**config.mk**
```make
export PLATFORM = sky130hd
export DESIGN_NAME = max_pool_2x2_argmax
export DESIGN_NICKNAME = d
export VERILOG_FILES = /design/src/hdl/mpa_pkg.sv /design/src/hdl/mpa_front.sv /design/src/hdl/mpa_queue.sv /design/src/hdl/mpa_back.sv /design/src/hdl/max_pool_2x2_argmax.sv
export VERILOG_INCLUDE_DIRS = /design/src /design/src/hdl
export SDC_FILE = /design/constraint.sdc
export NUM_CORES = 2
export LEC_CHECK = 0
export ABC_CLOCK_PERIOD_IN_PS = 11100
export BUFFER_PORTS_ARGS = -buffer_cell sky130_fd_sc_hd__buf_4
export CAP_MARGIN = 20
export CORE_MARGIN = 2
export CORE_UTILIZATION = 40
export DETAILED_ROUTE_END_ITERATION = 7
export PLACE_DENSITY = 0.55
export SYNTH_ARGS = -nofsm -noshare
export SYNTH_HDL_FRONTEND = slang
export SYNTH_MEMORY_MAX_BITS = 65536
export SYNTH_SLANG_ARGS = --single-unit
```
**constraint.sdc**
```tcl
create_clock -name clk -period 11.1 [get_ports clk]
set_input_delay 0.555 -clock clk [delete_from_list [all_inputs] [get_ports clk]]
set_output_delay 0.555 -clock clk [all_outputs]
set_load 0.02 [all_outputs]
```
**src/hdl/max_pool_2x2_argmax_macros.svh**
```systemverilog
// assertion macros shared by the max pooling block
`ifndef MAX_POOL_2X2_ARGMAX_MACROS_SVH
`define MAX_POOL_2X2_ARGMAX_MACROS_SVH
`ifndef SYNTHESIS
`define MPA_ASSERT_IMP(label, clk, rst_n, ante, cons) \
  label: assert property (@(posedge clk) disable iff (!rst_n) (ante) |-> (cons)) \
    else $error("assertion failed");
`define MPA_ASSERT_NXT(label, clk, rst_n, ante, cons) \
  label: assert property (@(posedge clk) disable iff (!rst_n) (ante) |=> (cons)) \
    else $error("assertion failed");
`else
`define MPA_ASSERT_IMP(label, clk, rst_n, ante, cons)
`define MPA_ASSERT_NXT(label, clk, rst_n, ante, cons)
`endif
`endif

```
**src/hdl/mpa_pkg.sv**
```systemverilog
// types and constants of the 2x2 max pooling block
package mpa_pkg;

  localparam int PIXEL_BITS    = 16;
  localparam int MAX_SIDE      = 256;
  localparam int ADDR_BITS     = $clog2(MAX_SIDE);
  localparam int SIDE_BITS     = 9;
  localparam int STRIDE_BITS   = 4;
  localparam int POS_BITS      = 8;
  localparam int OFFSET_BITS   = 2;
  localparam int CFG_IDX_BITS  = 2;
  localparam int CFG_DATA_BITS = 9;
  localparam int QUEUE_DEPTH   = 2;
  localparam int QPTR_BITS     = $clog2(QUEUE_DEPTH);
  localparam int QCNT_BITS     = $clog2(QUEUE_DEPTH + 1);

  localparam logic [CFG_IDX_BITS-1:0] REG_IMAGE_SIDE = 2'd0;
  localparam logic [CFG_IDX_BITS-1:0] REG_STRIDE     = 2'd1;

  localparam logic [SIDE_BITS-1:0]   SIDE_RESET   = 9'd28;
  localparam logic [STRIDE_BITS-1:0] STRIDE_RESET = 4'd2;

  localparam logic [OFFSET_BITS-1:0] PICK_UP_LEFT   = 2'd0;
  localparam logic [OFFSET_BITS-1:0] PICK_UP_RIGHT  = 2'd1;
  localparam logic [OFFSET_BITS-1:0] PICK_LOW_LEFT  = 2'd2;
  localparam logic [OFFSET_BITS-1:0] PICK_LOW_RIGHT = 2'd3;

  typedef logic signed [PIXEL_BITS-1:0] pixel_t;

  typedef struct packed {
    logic                     valid;
    logic [CFG_IDX_BITS-1:0]  index;
    logic [CFG_DATA_BITS-1:0] data;
  } cfg_wr_t;

  // one complete window waiting for its compare
  typedef struct packed {
    pixel_t              ul;
    pixel_t              ur;
    pixel_t              ll;
    pixel_t              lr;
    logic [POS_BITS-1:0] orow;
    logic [POS_BITS-1:0] ocol;
    logic                done;
  } win_t;

endpackage

```
**src/hdl/mpa_front.sv**
```systemverilog
// front end: counters, stride grid tracking, line buffer and window capture
`include "max_pool_2x2_argmax_macros.svh"
module mpa_front (
  input  logic             clk,
  input  logic             rst_n,
  input  mpa_pkg::cfg_wr_t cfg_wr,
  input  logic             in_push,
  input  mpa_pkg::pixel_t  in_pixel,
  output logic             in_full,
  output logic             q_push,
  output mpa_pkg::win_t    q_data,
  input  logic             q_full
);

  logic [mpa_pkg::SIDE_BITS-1:0]   side_r;
  logic [mpa_pkg::STRIDE_BITS-1:0] stride_r;
  logic [mpa_pkg::SIDE_BITS-1:0]   eff_side;
  logic [mpa_pkg::STRIDE_BITS-1:0] eff_st;

  logic [mpa_pkg::ADDR_BITS-1:0]   col_r, col_nxt, row_r, row_nxt;
  logic [mpa_pkg::STRIDE_BITS-1:0] col_ph_r, col_ph_nxt, row_ph_r, row_ph_nxt;
  logic [mpa_pkg::POS_BITS-1:0]    col_idx_r, col_idx_nxt, row_idx_r, row_idx_nxt;
  logic                            lcol_ph0_r, lcol_ph0_nxt, ab_ph0_r, ab_ph0_nxt;
  logic [mpa_pkg::POS_BITS-1:0]    lcol_idx_r, lcol_idx_nxt, ab_idx_r, ab_idx_nxt;

  mpa_pkg::pixel_t line_mem [mpa_pkg::MAX_SIDE];
  mpa_pkg::pixel_t top_q_r;

  logic                         s1_valid_r, s1_emit_r, s1_done_r;
  mpa_pkg::pixel_t              s1_px_r, prev_top_r, prev_px_r;
  logic [mpa_pkg::POS_BITS-1:0] s1_orow_r, s1_ocol_r;

  logic accept, s1_stall, s1_leave, cfg_hit, emit, done, col_last, row_last;

  always_comb begin
    eff_side = side_r;
    if (side_r < mpa_pkg::SIDE_BITS'(2)) eff_side = mpa_pkg::SIDE_BITS'(2);
    if (side_r > mpa_pkg::SIDE_BITS'(mpa_pkg::MAX_SIDE))
      eff_side = mpa_pkg::SIDE_BITS'(mpa_pkg::MAX_SIDE);
    eff_st = (stride_r == '0) ? mpa_pkg::STRIDE_BITS'(1) : stride_r;
  end

  assign cfg_hit  = cfg_wr.valid && (cfg_wr.index == mpa_pkg::REG_IMAGE_SIDE ||
                                     cfg_wr.index == mpa_pkg::REG_STRIDE);
  assign s1_stall = s1_valid_r && s1_emit_r && q_full;
  assign s1_leave = s1_valid_r && !s1_stall;
  assign in_full  = s1_stall;
  assign accept   = in_push && !in_full;
  assign q_push   = s1_valid_r && s1_emit_r && !q_full;

  // a window closes when both its top-left row and column sit on the grid
  assign emit = (row_r != '0) && (col_r != '0) && lcol_ph0_r && ab_ph0_r;
  // last window when the next grid point no longer leaves room for a window
  assign done = ({1'b0, row_r} + mpa_pkg::SIDE_BITS'(eff_st) >= eff_side) &&
                ({1'b0, col_r} + mpa_pkg::SIDE_BITS'(eff_st) >= eff_side);
  assign col_last = ({1'b0, col_r} + mpa_pkg::SIDE_BITS'(1)) >= eff_side;
  assign row_last = ({1'b0, row_r} + mpa_pkg::SIDE_BITS'(1)) >= eff_side;

  always_comb begin
    col_nxt      = col_r;
    row_nxt      = row_r;
    col_ph_nxt   = col_ph_r;
    col_idx_nxt  = col_idx_r;
    row_ph_nxt   = row_ph_r;
    row_idx_nxt  = row_idx_r;
    lcol_ph0_nxt = lcol_ph0_r;
    lcol_idx_nxt = lcol_idx_r;
    ab_ph0_nxt   = ab_ph0_r;
    ab_idx_nxt   = ab_idx_r;
    if (cfg_hit) begin
      col_nxt     = '0;
      row_nxt     = '0;
      col_ph_nxt  = '0;
      col_idx_nxt = '0;
      row_ph_nxt  = '0;
      row_idx_nxt = '0;
    end else if (accept) begin
      if (col_last) begin
        col_nxt     = '0;
        col_ph_nxt  = '0;
        col_idx_nxt = '0;
        ab_ph0_nxt  = (row_ph_r == '0);
        ab_idx_nxt  = row_idx_r;
        if (row_last) begin
          row_nxt     = '0;
          row_ph_nxt  = '0;
          row_idx_nxt = '0;
        end else begin
          row_nxt = row_r + mpa_pkg::ADDR_BITS'(1);
          if (row_ph_r + mpa_pkg::STRIDE_BITS'(1) == eff_st) begin
            row_ph_nxt  = '0;
            row_idx_nxt = row_idx_r + mpa_pkg::POS_BITS'(1);
          end else begin
            row_ph_nxt = row_ph_r + mpa_pkg::STRIDE_BITS'(1);
          end
        end
      end else begin
        col_nxt      = col_r + mpa_pkg::ADDR_BITS'(1);
        lcol_ph0_nxt = (col_ph_r == '0);
        lcol_idx_nxt = col_idx_r;
        if (col_ph_r + mpa_pkg::STRIDE_BITS'(1) == eff_st) begin
          col_ph_nxt  = '0;
          col_idx_nxt = col_idx_r + mpa_pkg::POS_BITS'(1);
        end else begin
          col_ph_nxt = col_ph_r + mpa_pkg::STRIDE_BITS'(1);
        end
      end
    end
  end

  always_ff @(posedge clk) begin
    if (!rst_n) begin
      side_r     <= mpa_pkg::SIDE_RESET;
      stride_r   <= mpa_pkg::STRIDE_RESET;
      col_r      <= '0;
      row_r      <= '0;
      col_ph_r   <= '0;
      col_idx_r  <= '0;
      row_ph_r   <= '0;
      row_idx_r  <= '0;
      lcol_ph0_r <= 1'b0;
      lcol_idx_r <= '0;
      ab_ph0_r   <= 1'b0;
      ab_idx_r   <= '0;
      s1_valid_r <= 1'b0;
    end else begin
      if (cfg_wr.valid) begin
        unique case (cfg_wr.index)
          mpa_pkg::REG_IMAGE_SIDE: side_r <= cfg_wr.data;
          mpa_pkg::REG_STRIDE:     stride_r <= cfg_wr.data[mpa_pkg::STRIDE_BITS-1:0];
          default: ;
        endcase
      end
      col_r      <= col_nxt;
      row_r      <= row_nxt;
      col_ph_r   <= col_ph_nxt;
      col_idx_r  <= col_idx_nxt;
      row_ph_r   <= row_ph_nxt;
      row_idx_r  <= row_idx_nxt;
      lcol_ph0_r <= lcol_ph0_nxt;
      lcol_idx_r <= lcol_idx_nxt;
      ab_ph0_r   <= ab_ph0_nxt;
      ab_idx_r   <= ab_idx_nxt;
      if (accept) begin
        s1_valid_r <= 1'b1;
      end else if (s1_leave) begin
        s1_valid_r <= 1'b0;
      end
    end
  end

  // line buffer: read the pixel above before it is overwritten
  always_ff @(posedge clk) begin
    if (accept) begin
      line_mem[col_r] <= in_pixel;
      top_q_r         <= line_mem[col_r];
    end
  end

  always_ff @(posedge clk) begin
    if (accept) begin
      s1_px_r   <= in_pixel;
      s1_emit_r <= emit;
      s1_orow_r <= ab_idx_r;
      s1_ocol_r <= lcol_idx_r;
      s1_done_r <= done;
    end
    if (s1_leave) begin
      prev_top_r <= top_q_r;
      prev_px_r  <= s1_px_r;
    end
  end

  always_comb begin
    q_data.ul   = prev_top_r;
    q_data.ur   = top_q_r;
    q_data.ll   = prev_px_r;
    q_data.lr   = s1_px_r;
    q_data.orow = s1_orow_r;
    q_data.ocol = s1_ocol_r;
    q_data.done = s1_done_r;
  end

  `MPA_ASSERT_NXT(a_cfg_restart, clk, rst_n, cfg_hit, col_r == '0 && row_r == '0)
  `MPA_ASSERT_NXT(a_accept_fills, clk, rst_n, accept, s1_valid_r)
  `MPA_ASSERT_NXT(a_stall_holds, clk, rst_n, s1_stall, s1_valid_r && $stable(s1_px_r))

endmodule

```
**src/hdl/mpa_queue.sv**
```systemverilog
// short window queue between the front end and the compare stage
`include "max_pool_2x2_argmax_macros.svh"
module mpa_queue (
  input  logic          clk,
  input  logic          rst_n,
  input  logic          push_i,
  input  mpa_pkg::win_t data_i,
  output logic          full_o,
  input  logic          pop_i,
  output mpa_pkg::win_t data_o,
  output logic          empty_o
);

  mpa_pkg::win_t                 entries [mpa_pkg::QUEUE_DEPTH];
  logic [mpa_pkg::QPTR_BITS-1:0] wr_ptr_r, rd_ptr_r;
  logic [mpa_pkg::QCNT_BITS-1:0] count_r;

  assign full_o  = (count_r == mpa_pkg::QCNT_BITS'(mpa_pkg::QUEUE_DEPTH));
  assign empty_o = (count_r == '0);
  assign data_o  = entries[rd_ptr_r];

  always_ff @(posedge clk) begin
    if (!rst_n) begin
      wr_ptr_r <= '0;
      rd_ptr_r <= '0;
      count_r  <= '0;
    end else begin
      if (push_i) begin
        wr_ptr_r <= (wr_ptr_r == mpa_pkg::QPTR_BITS'(mpa_pkg::QUEUE_DEPTH - 1)) ?
                    '0 : wr_ptr_r + mpa_pkg::QPTR_BITS'(1);
      end
      if (pop_i) begin
        rd_ptr_r <= (rd_ptr_r == mpa_pkg::QPTR_BITS'(mpa_pkg::QUEUE_DEPTH - 1)) ?
                    '0 : rd_ptr_r + mpa_pkg::QPTR_BITS'(1);
      end
      if (push_i && !pop_i) begin
        count_r <= count_r + mpa_pkg::QCNT_BITS'(1);
      end else if (pop_i && !push_i) begin
        count_r <= count_r - mpa_pkg::QCNT_BITS'(1);
      end
    end
  end

  always_ff @(posedge clk) begin
    if (push_i) begin
      entries[wr_ptr_r] <= data_i;
    end
  end

  `MPA_ASSERT_IMP(a_no_overflow, clk, rst_n, push_i, !full_o)
  `MPA_ASSERT_IMP(a_no_underflow, clk, rst_n, pop_i, !empty_o)
  `MPA_ASSERT_NXT(a_count_up, clk, rst_n, push_i && !pop_i,
                  count_r == $past(count_r) + mpa_pkg::QCNT_BITS'(1))

endmodule

```
**src/hdl/mpa_back.sv**
```systemverilog
// back end: window maximum with first-wins tie rule into the result register
module mpa_back (
  input  logic                            clk,
  input  logic                            rst_n,
  input  logic                            q_empty,
  input  mpa_pkg::win_t                   q_data,
  output logic                            q_pop,
  output logic                            out_empty,
  input  logic                            out_pop,
  output mpa_pkg::pixel_t                 out_pooled_value,
  output logic [mpa_pkg::OFFSET_BITS-1:0] out_pick_offset,
  output logic [mpa_pkg::POS_BITS-1:0]    out_row,
  output logic [mpa_pkg::POS_BITS-1:0]    out_col,
  output logic                            out_plane_done
);

  logic                            out_valid_r;
  mpa_pkg::pixel_t                 best_r, best;
  logic [mpa_pkg::OFFSET_BITS-1:0] pick_r, pick;
  logic [mpa_pkg::POS_BITS-1:0]    row_r, col_r;
  logic                            done_r;

  // strict greater-than keeps the earliest maximum
  always_comb begin
    best = q_data.ul;
    pick = mpa_pkg::PICK_UP_LEFT;
    if (q_data.ur > best) begin
      best = q_data.ur;
      pick = mpa_pkg::PICK_UP_RIGHT;
    end
    if (q_data.ll > best) begin
      best = q_data.ll;
      pick = mpa_pkg::PICK_LOW_LEFT;
    end
    if (q_data.lr > best) begin
      best = q_data.lr;
      pick = mpa_pkg::PICK_LOW_RIGHT;
    end
  end

  assign q_pop     = !q_empty && (!out_valid_r || out_pop);
  assign out_empty = !out_valid_r;

  always_ff @(posedge clk) begin
    if (!rst_n) begin
      out_valid_r <= 1'b0;
    end else if (q_pop) begin
      out_valid_r <= 1'b1;
    end else if (out_pop) begin
      out_valid_r <= 1'b0;
    end
  end

  always_ff @(posedge clk) begin
    if (q_pop) begin
      best_r <= best;
      pick_r <= pick;
      row_r  <= q_data.orow;
      col_r  <= q_data.ocol;
      done_r <= q_data.done;
    end
  end

  assign out_pooled_value = best_r;
  assign out_pick_offset  = pick_r;
  assign out_row          = row_r;
  assign out_col          = col_r;
  assign out_plane_done   = done_r;

endmodule

```
**src/hdl/max_pool_2x2_argmax.sv**
```systemverilog
// top level of the 2x2 max pooling block with argmax
//
// chan | handshake           | fields
// -----+---------------------+---------------------------------------------------------------
// in   | in_push/in_full     | in_pixel
// out  | out_pop/out_empty   | out_pooled_value, out_pick_offset, out_row, out_col, out_plane_done
// cfg  | cfg_valid/cfg_ready | cfg_index, cfg_data
//
// one pixel per cycle sustained while in_full stays low; a window result reaches the out side
// once the pixel closing it is taken, by way of the queue write and then the compare register.
// the line buffer is a single-port memory read and written once per pixel.
// reset clears counters, queue pointers and the result valid flag; the line buffer is not cleared.
// a stalled out side backs up through the two-entry queue before in_full rises.
module max_pool_2x2_argmax (
  input  logic                              clk,
  input  logic                              rst_n,
  input  logic                              in_push,
  input  mpa_pkg::pixel_t                   in_pixel,
  output logic                              in_full,
  output logic                              out_empty,
  input  logic                              out_pop,
  output mpa_pkg::pixel_t                   out_pooled_value,
  output logic [mpa_pkg::OFFSET_BITS-1:0]   out_pick_offset,
  output logic [mpa_pkg::POS_BITS-1:0]      out_row,
  output logic [mpa_pkg::POS_BITS-1:0]      out_col,
  output logic                              out_plane_done,
  input  logic                              cfg_valid,
  output logic                              cfg_ready,
  input  logic [mpa_pkg::CFG_IDX_BITS-1:0]  cfg_index,
  input  logic [mpa_pkg::CFG_DATA_BITS-1:0] cfg_data
);

  mpa_pkg::cfg_wr_t cfg_wr;
  mpa_pkg::win_t    fq_data, qb_data;
  logic             fq_push, fq_full, qb_pop, qb_empty;

  assign cfg_ready    = 1'b1;
  assign cfg_wr.valid = cfg_valid;
  assign cfg_wr.index = cfg_index;
  assign cfg_wr.data  = cfg_data;

  mpa_front u_front (
    .clk      (clk),
    .rst_n    (rst_n),
    .cfg_wr   (cfg_wr),
    .in_push  (in_push),
    .in_pixel (in_pixel),
    .in_full  (in_full),
    .q_push   (fq_push),
    .q_data   (fq_data),
    .q_full   (fq_full)
  );

  mpa_queue u_queue (
    .clk     (clk),
    .rst_n   (rst_n),
    .push_i  (fq_push),
    .data_i  (fq_data),
    .full_o  (fq_full),
    .pop_i   (qb_pop),
    .data_o  (qb_data),
    .empty_o (qb_empty)
  );

  mpa_back u_back (
    .clk              (clk),
    .rst_n            (rst_n),
    .q_empty          (qb_empty),
    .q_data           (qb_data),
    .q_pop            (qb_pop),
    .out_empty        (out_empty),
    .out_pop          (out_pop),
    .out_pooled_value (out_pooled_value),
    .out_pick_offset  (out_pick_offset),
    .out_row          (out_row),
    .out_col          (out_col),
    .out_plane_done   (out_plane_done)
  );

endmodule
```
==> flow_metrics.tcl <==
set metrics [dict create \
    worstHoldPathType "in -> reg" \
    cp_max_fo 57 \
    slowest_stage "a31oi_4" \
    grt_overflow 0 \
    hpwl_mm 274 \
    p_int_w 0.0285 \
    async_flop_share 0 \
    r2r-end "u_back.out_pooled_value[2]" \
    rows 241 \
    hold_violations 0 \
    core_area_mm2 0.430 \
    crit_top_cell "o21a_1" \
    place_congestion 0.826 \
    power.leakage_nw 59.8 \
    grt_pass1_wl_mm 650 \
    num_vias 81372 \
    reg2regPathDepth 30 \
    die_h_um 660 \
    dp.cells 13259 \
    htreeDepth 5 \
    cts_tree "yes" \
    antenna_found_initial 22 \
    clkSinkCount 4453 \
    period_minus_slack_ps 9540 \
    final_nets 8185 \
    combinationalPowerShare 0.088 \
    power_density_mw_per_mm2 187 \
    maxSlewHeadroom 0.149 \
    max_freq_mhz 105 \
    cts_resized 0 \
    cts_root_buf "clkbuf_16" \
    die_w_um 660 \
    routed_via_density 5.75 \
    endpoint_kind "register" \
    path_clk_slew_ps 60 \
    rsz0062_at_grt "no" \
    fp.dieArea_mm2 0.436 \
    r2r_setup_slack_ps 1560 \
    path_class "reg -> reg" \
    drtIter0Drc 9783 \
    cpPeakStageDelay_ps 900 \
    outcome "finished clean" \
    ys_seq_area_frac 0.772 \
    synth-warning-count 0 \
    clockPowerShare 0.402 \
    synth_area_per_cell_um2 23.0 \
    cap_viol_max_count 0 \
    grtUsageTotal 0.211 \
    numCtsBuffers 452 \
    drive_above_1_share 0.327 \
    min_path_cells 1 \
    seq_power_share 0.510 \
    setup_viol 0 \
    ios 70 \
    fin_worst_skew_ps 52.8 \
    report.final.slew_viol_count 0 \
    critical_path_arrival_ps 10230 \
    required_ps 11790 \
    syn_inst 7485 \
    port_buffers 68 \
    ant_nets 0 \
    synth_edf_count 4375 \
    ys.flop_type "edfxtp_1" \
    routedWlPerCell_um 33.0 \
    syn_nets 7622 \
    worst_pin_slew_ps 1280 \
    finalCritPeriodShare 0.860 \
    worstHoldStart "in_pixel[2]" \
    grt_pass1_vias 82961 \
    initial_core_util 0.401 \
    ir_drop_uv 236 \
    finalSetupTns_ps 0 \
    area_growth_pct 14.5 \
    switching_power_w 0.00838 \
    clock_path_buffers 4 \
    synth_area_mm2 0.172 \
    cp-start-kind "register" \
    grt_max_degree 130 \
    clk_latency_ps 990 \
    drt_wl_total_mm 466 \
    finalNonFillerCells 14145 \
    post-route-drc-count 0 \
    synth-seq-cells 4453 \
    min_to "u_front.line_mem[58][2]" \
    switching_share 0.227 \
    yosysUniqueCellTypes 74 \
    firstDrtPassIters 6 \
]
## power groups by stage
| stage | Combinational (W) | Clock [W] | Sequential (W) |
|---|---|---|---|
| after floorplan | 0.00211 | 0 | 0.0191 |
| after global placement | 0.00321 | 0 | 0.0191 |
| after detailed placement | 0.00326 | 0 | 0.0192 |
| after CTS | 0.00327 | 0.0151 | 0.0188 |
| after global routing | 0.00351 | 0.0157 | 0.0188 |
| final | 0.00326 | 0.0148 | 0.0188 |
## layout by cell type, fill, tap and decap left out, types with 8 or more instances in the layout
cell | netlist | routed
a21boi_0 | 12 | 12
a21o_1 | 33 | 33
a21oi_1 | 73 | 73
a22oi_1 | 53 | 53
a32oi_1 | 8 | 8
and3_1 | 16 | 16
buf_12 | 0 | 13
buf_4 | 2 | 423
bufinv_16 | 0 | 40
clkbuf_1 | 222 | 110
clkbuf_16 | 0 | 458
clkbuf_8 | 0 | 16
clkinv_1 | 1 | 110
clkinv_2 | 0 | 78
clkinv_8 | 0 | 10
clkinvlp_4 | 0 | 11
dfxtp_1 | 78 | 69
diode_2 | 0 | 13
dlygate4sd3_1 | 0 | 33
edfxtp_1 | 4375 | 4375
ha_1 | 103 | 103
inv_1 | 26 | 26
mux2_2 | 61 | 61
mux2i_1 | 50 | 50
mux4_2 | 1301 | 1301
nand2_1 | 160 | 160
nand2b_1 | 12 | 12
nand3_1 | 77 | 67
nand3_2 | 0 | 9
nand4_1 | 25 | 25
nor2_1 | 345 | 83
nor2_2 | 0 | 255
nor2b_1 | 37 | 35
nor3_1 | 19 | 14
nor4_1 | 11 | 11
o21a_1 | 9 | 9
o21ai_0 | 52 | 52
xnor2_1 | 25 | 25
xor2_1 | 24 | 24
## worst max-delay path, delay by kind of cell, from the launching register on
kind | cells | cell delay [ps]
AOI/OAI and AO/OA | 15 | 3540
and+or+nand+nor | 7 | 2190
adders and majority gates | 3 | 970
DFF | 1 | 890
buffers and inverters | 3 | 870
muxes | 2 | 760
## synth_stat cells (all sizes together) (5+ instances only)
| cell type | instances | area (µm²) |
|---|---|---|
| edfxtp | 4375 | 131000 |
| mux4 | 1301 | 29300 |
| nor2 | 345 | 1290 |
| clkbuf | 222 | 833 |
| buf | 170 | 728 |
| nand2 | 161 | 612 |
| ha | 103 | 1290 |
| dfxtp | 78 | 1560 |
| nand3 | 77 | 385 |
| a21oi | 73 | 365 |
| mux2 | 61 | 687 |
| a22oi | 53 | 398 |
| o21ai | 53 | 265 |
| mux2i | 50 | 500 |
| nor2b | 37 | 231 |
| a21o | 33 | 248 |
| inv | 27 | 101 |
| nand4 | 26 | 169 |
| xnor2 | 25 | 219 |
| xor2 | 24 | 210 |
| and3 | 23 | 179 |
| nor3 | 19 | 95.1 |
| a21boi | 12 | 90.1 |
| nand2b | 12 | 75.1 |
| nor4 | 11 | 68.8 |
| or2 | 10 | 62.6 |
| o21a | 9 | 67.6 |
| o31ai | 9 | 97.6 |
| a32oi | 8 | 70.1 |
| and2 | 8 | 50.1 |
| and4 | 7 | 61.3 |
| o2111ai | 7 | 61.3 |
| a221o | 6 | 60.1 |
| nand3b | 5 | 37.5 |
| or3 | 5 | 41.3 |
## per-layer routing
metal / routed length [µm] / GRT usage
met1: 188000 / 0.288
met2: 226000 / 0.346
met3: 36200 / 0.0420
met4: 15700 / 0.0627
met5: 29 / 0
## state kept, by name (all words and copies together), names as in the netlist, 9 cells and up, named ones only
name	flops
u_front.top_q_r	16
u_front.prev_top_r	16
u_front.side_r	9
u_front.line_mem	4096
u_back.out_pooled_value	16
u_front.prev_px_r	16
u_queue.entries	162
u_front.s1_px_r	16
## final cells by class
type | count | area (µm²)
inverter | 28 | 108
sequential | 4453 | 133000
timing repair buffer | 501 | 4270
clock buffer | 568 | 11900
antenna | 13 | 32.5
clock inverter | 260 | 2400
multi-input combinational | 2612 | 38500
fill | 35536 | 233000
tap | 5710 | 7140
## metrics by stage
| step | instance area (µm²) | setup WS [ps] | power, W | hold slack (ps) | util |
|---|---|---|---|---|---|
| after detailed placement | 182000 | 1610 | 0.0224 | 417 | 0.424 |
| after global placement | 182000 | 1620 | 0.0224 | 419 | 0.424 |
| final | 197000 | 1560 | 0.0369 | 54.7 | 0.459 |
| after CTS | 197000 | 1650 | 0.0372 | 8.75 | 0.458 |
| after global routing | 197000 | 751 | 0.0380 | 58.7 | 0.459 |
| after floorplan | 172000 | 3420 | 0.0213 | 408 | - |
## cell families (layout without fill, tap and decap cells)
| group | count (synthesis) | after routing | synth area share |
|---|---|---|---|
| compound gates | 295 | 295 | 0.0118 |
| xor+xnor | 49 | 49 | 0.00249 |
| fa+ha+maj | 105 | 105 | 0.00771 |
| buf+inv | 420 | 1357 | 0.00967 |
| flops | 4453 | 4453 | 0.772 |
| mux | 1412 | 1412 | 0.177 |
| other cells | 1 | 14 | 0.0000218 |
| simple gates | 750 | 750 | 0.0197 |
## timing repair
item | in CTS | in global routing
endpoints found under the hold margin | 38 | 0
setup buffers | 0 | 0
setup endpoints to repair | 0 | 0
hold buffers | 33 | 0
## how the worst max path moves through the flow
| stage | slack (ps) | start | end |
|---|---|---|---|
| 2_1_floorplan | 3420 | register | u_back.out_pooled_value[3] |
| 3_3_place_gp | 1620 | register | u_back.out_pooled_value[2] |
| 3_5_place_dp | 1610 | register | u_back.out_pooled_value[2] |
| 4_1_cts | 1650 | register | u_back.out_pooled_value[2] |
| 5_1_grt | 750 | register | u_back.out_pooled_value[2] |
| 6_report | 1560 | register | u_back.out_pooled_value[2] |
No activity file was read; power rests on OpenSTA's default activity.
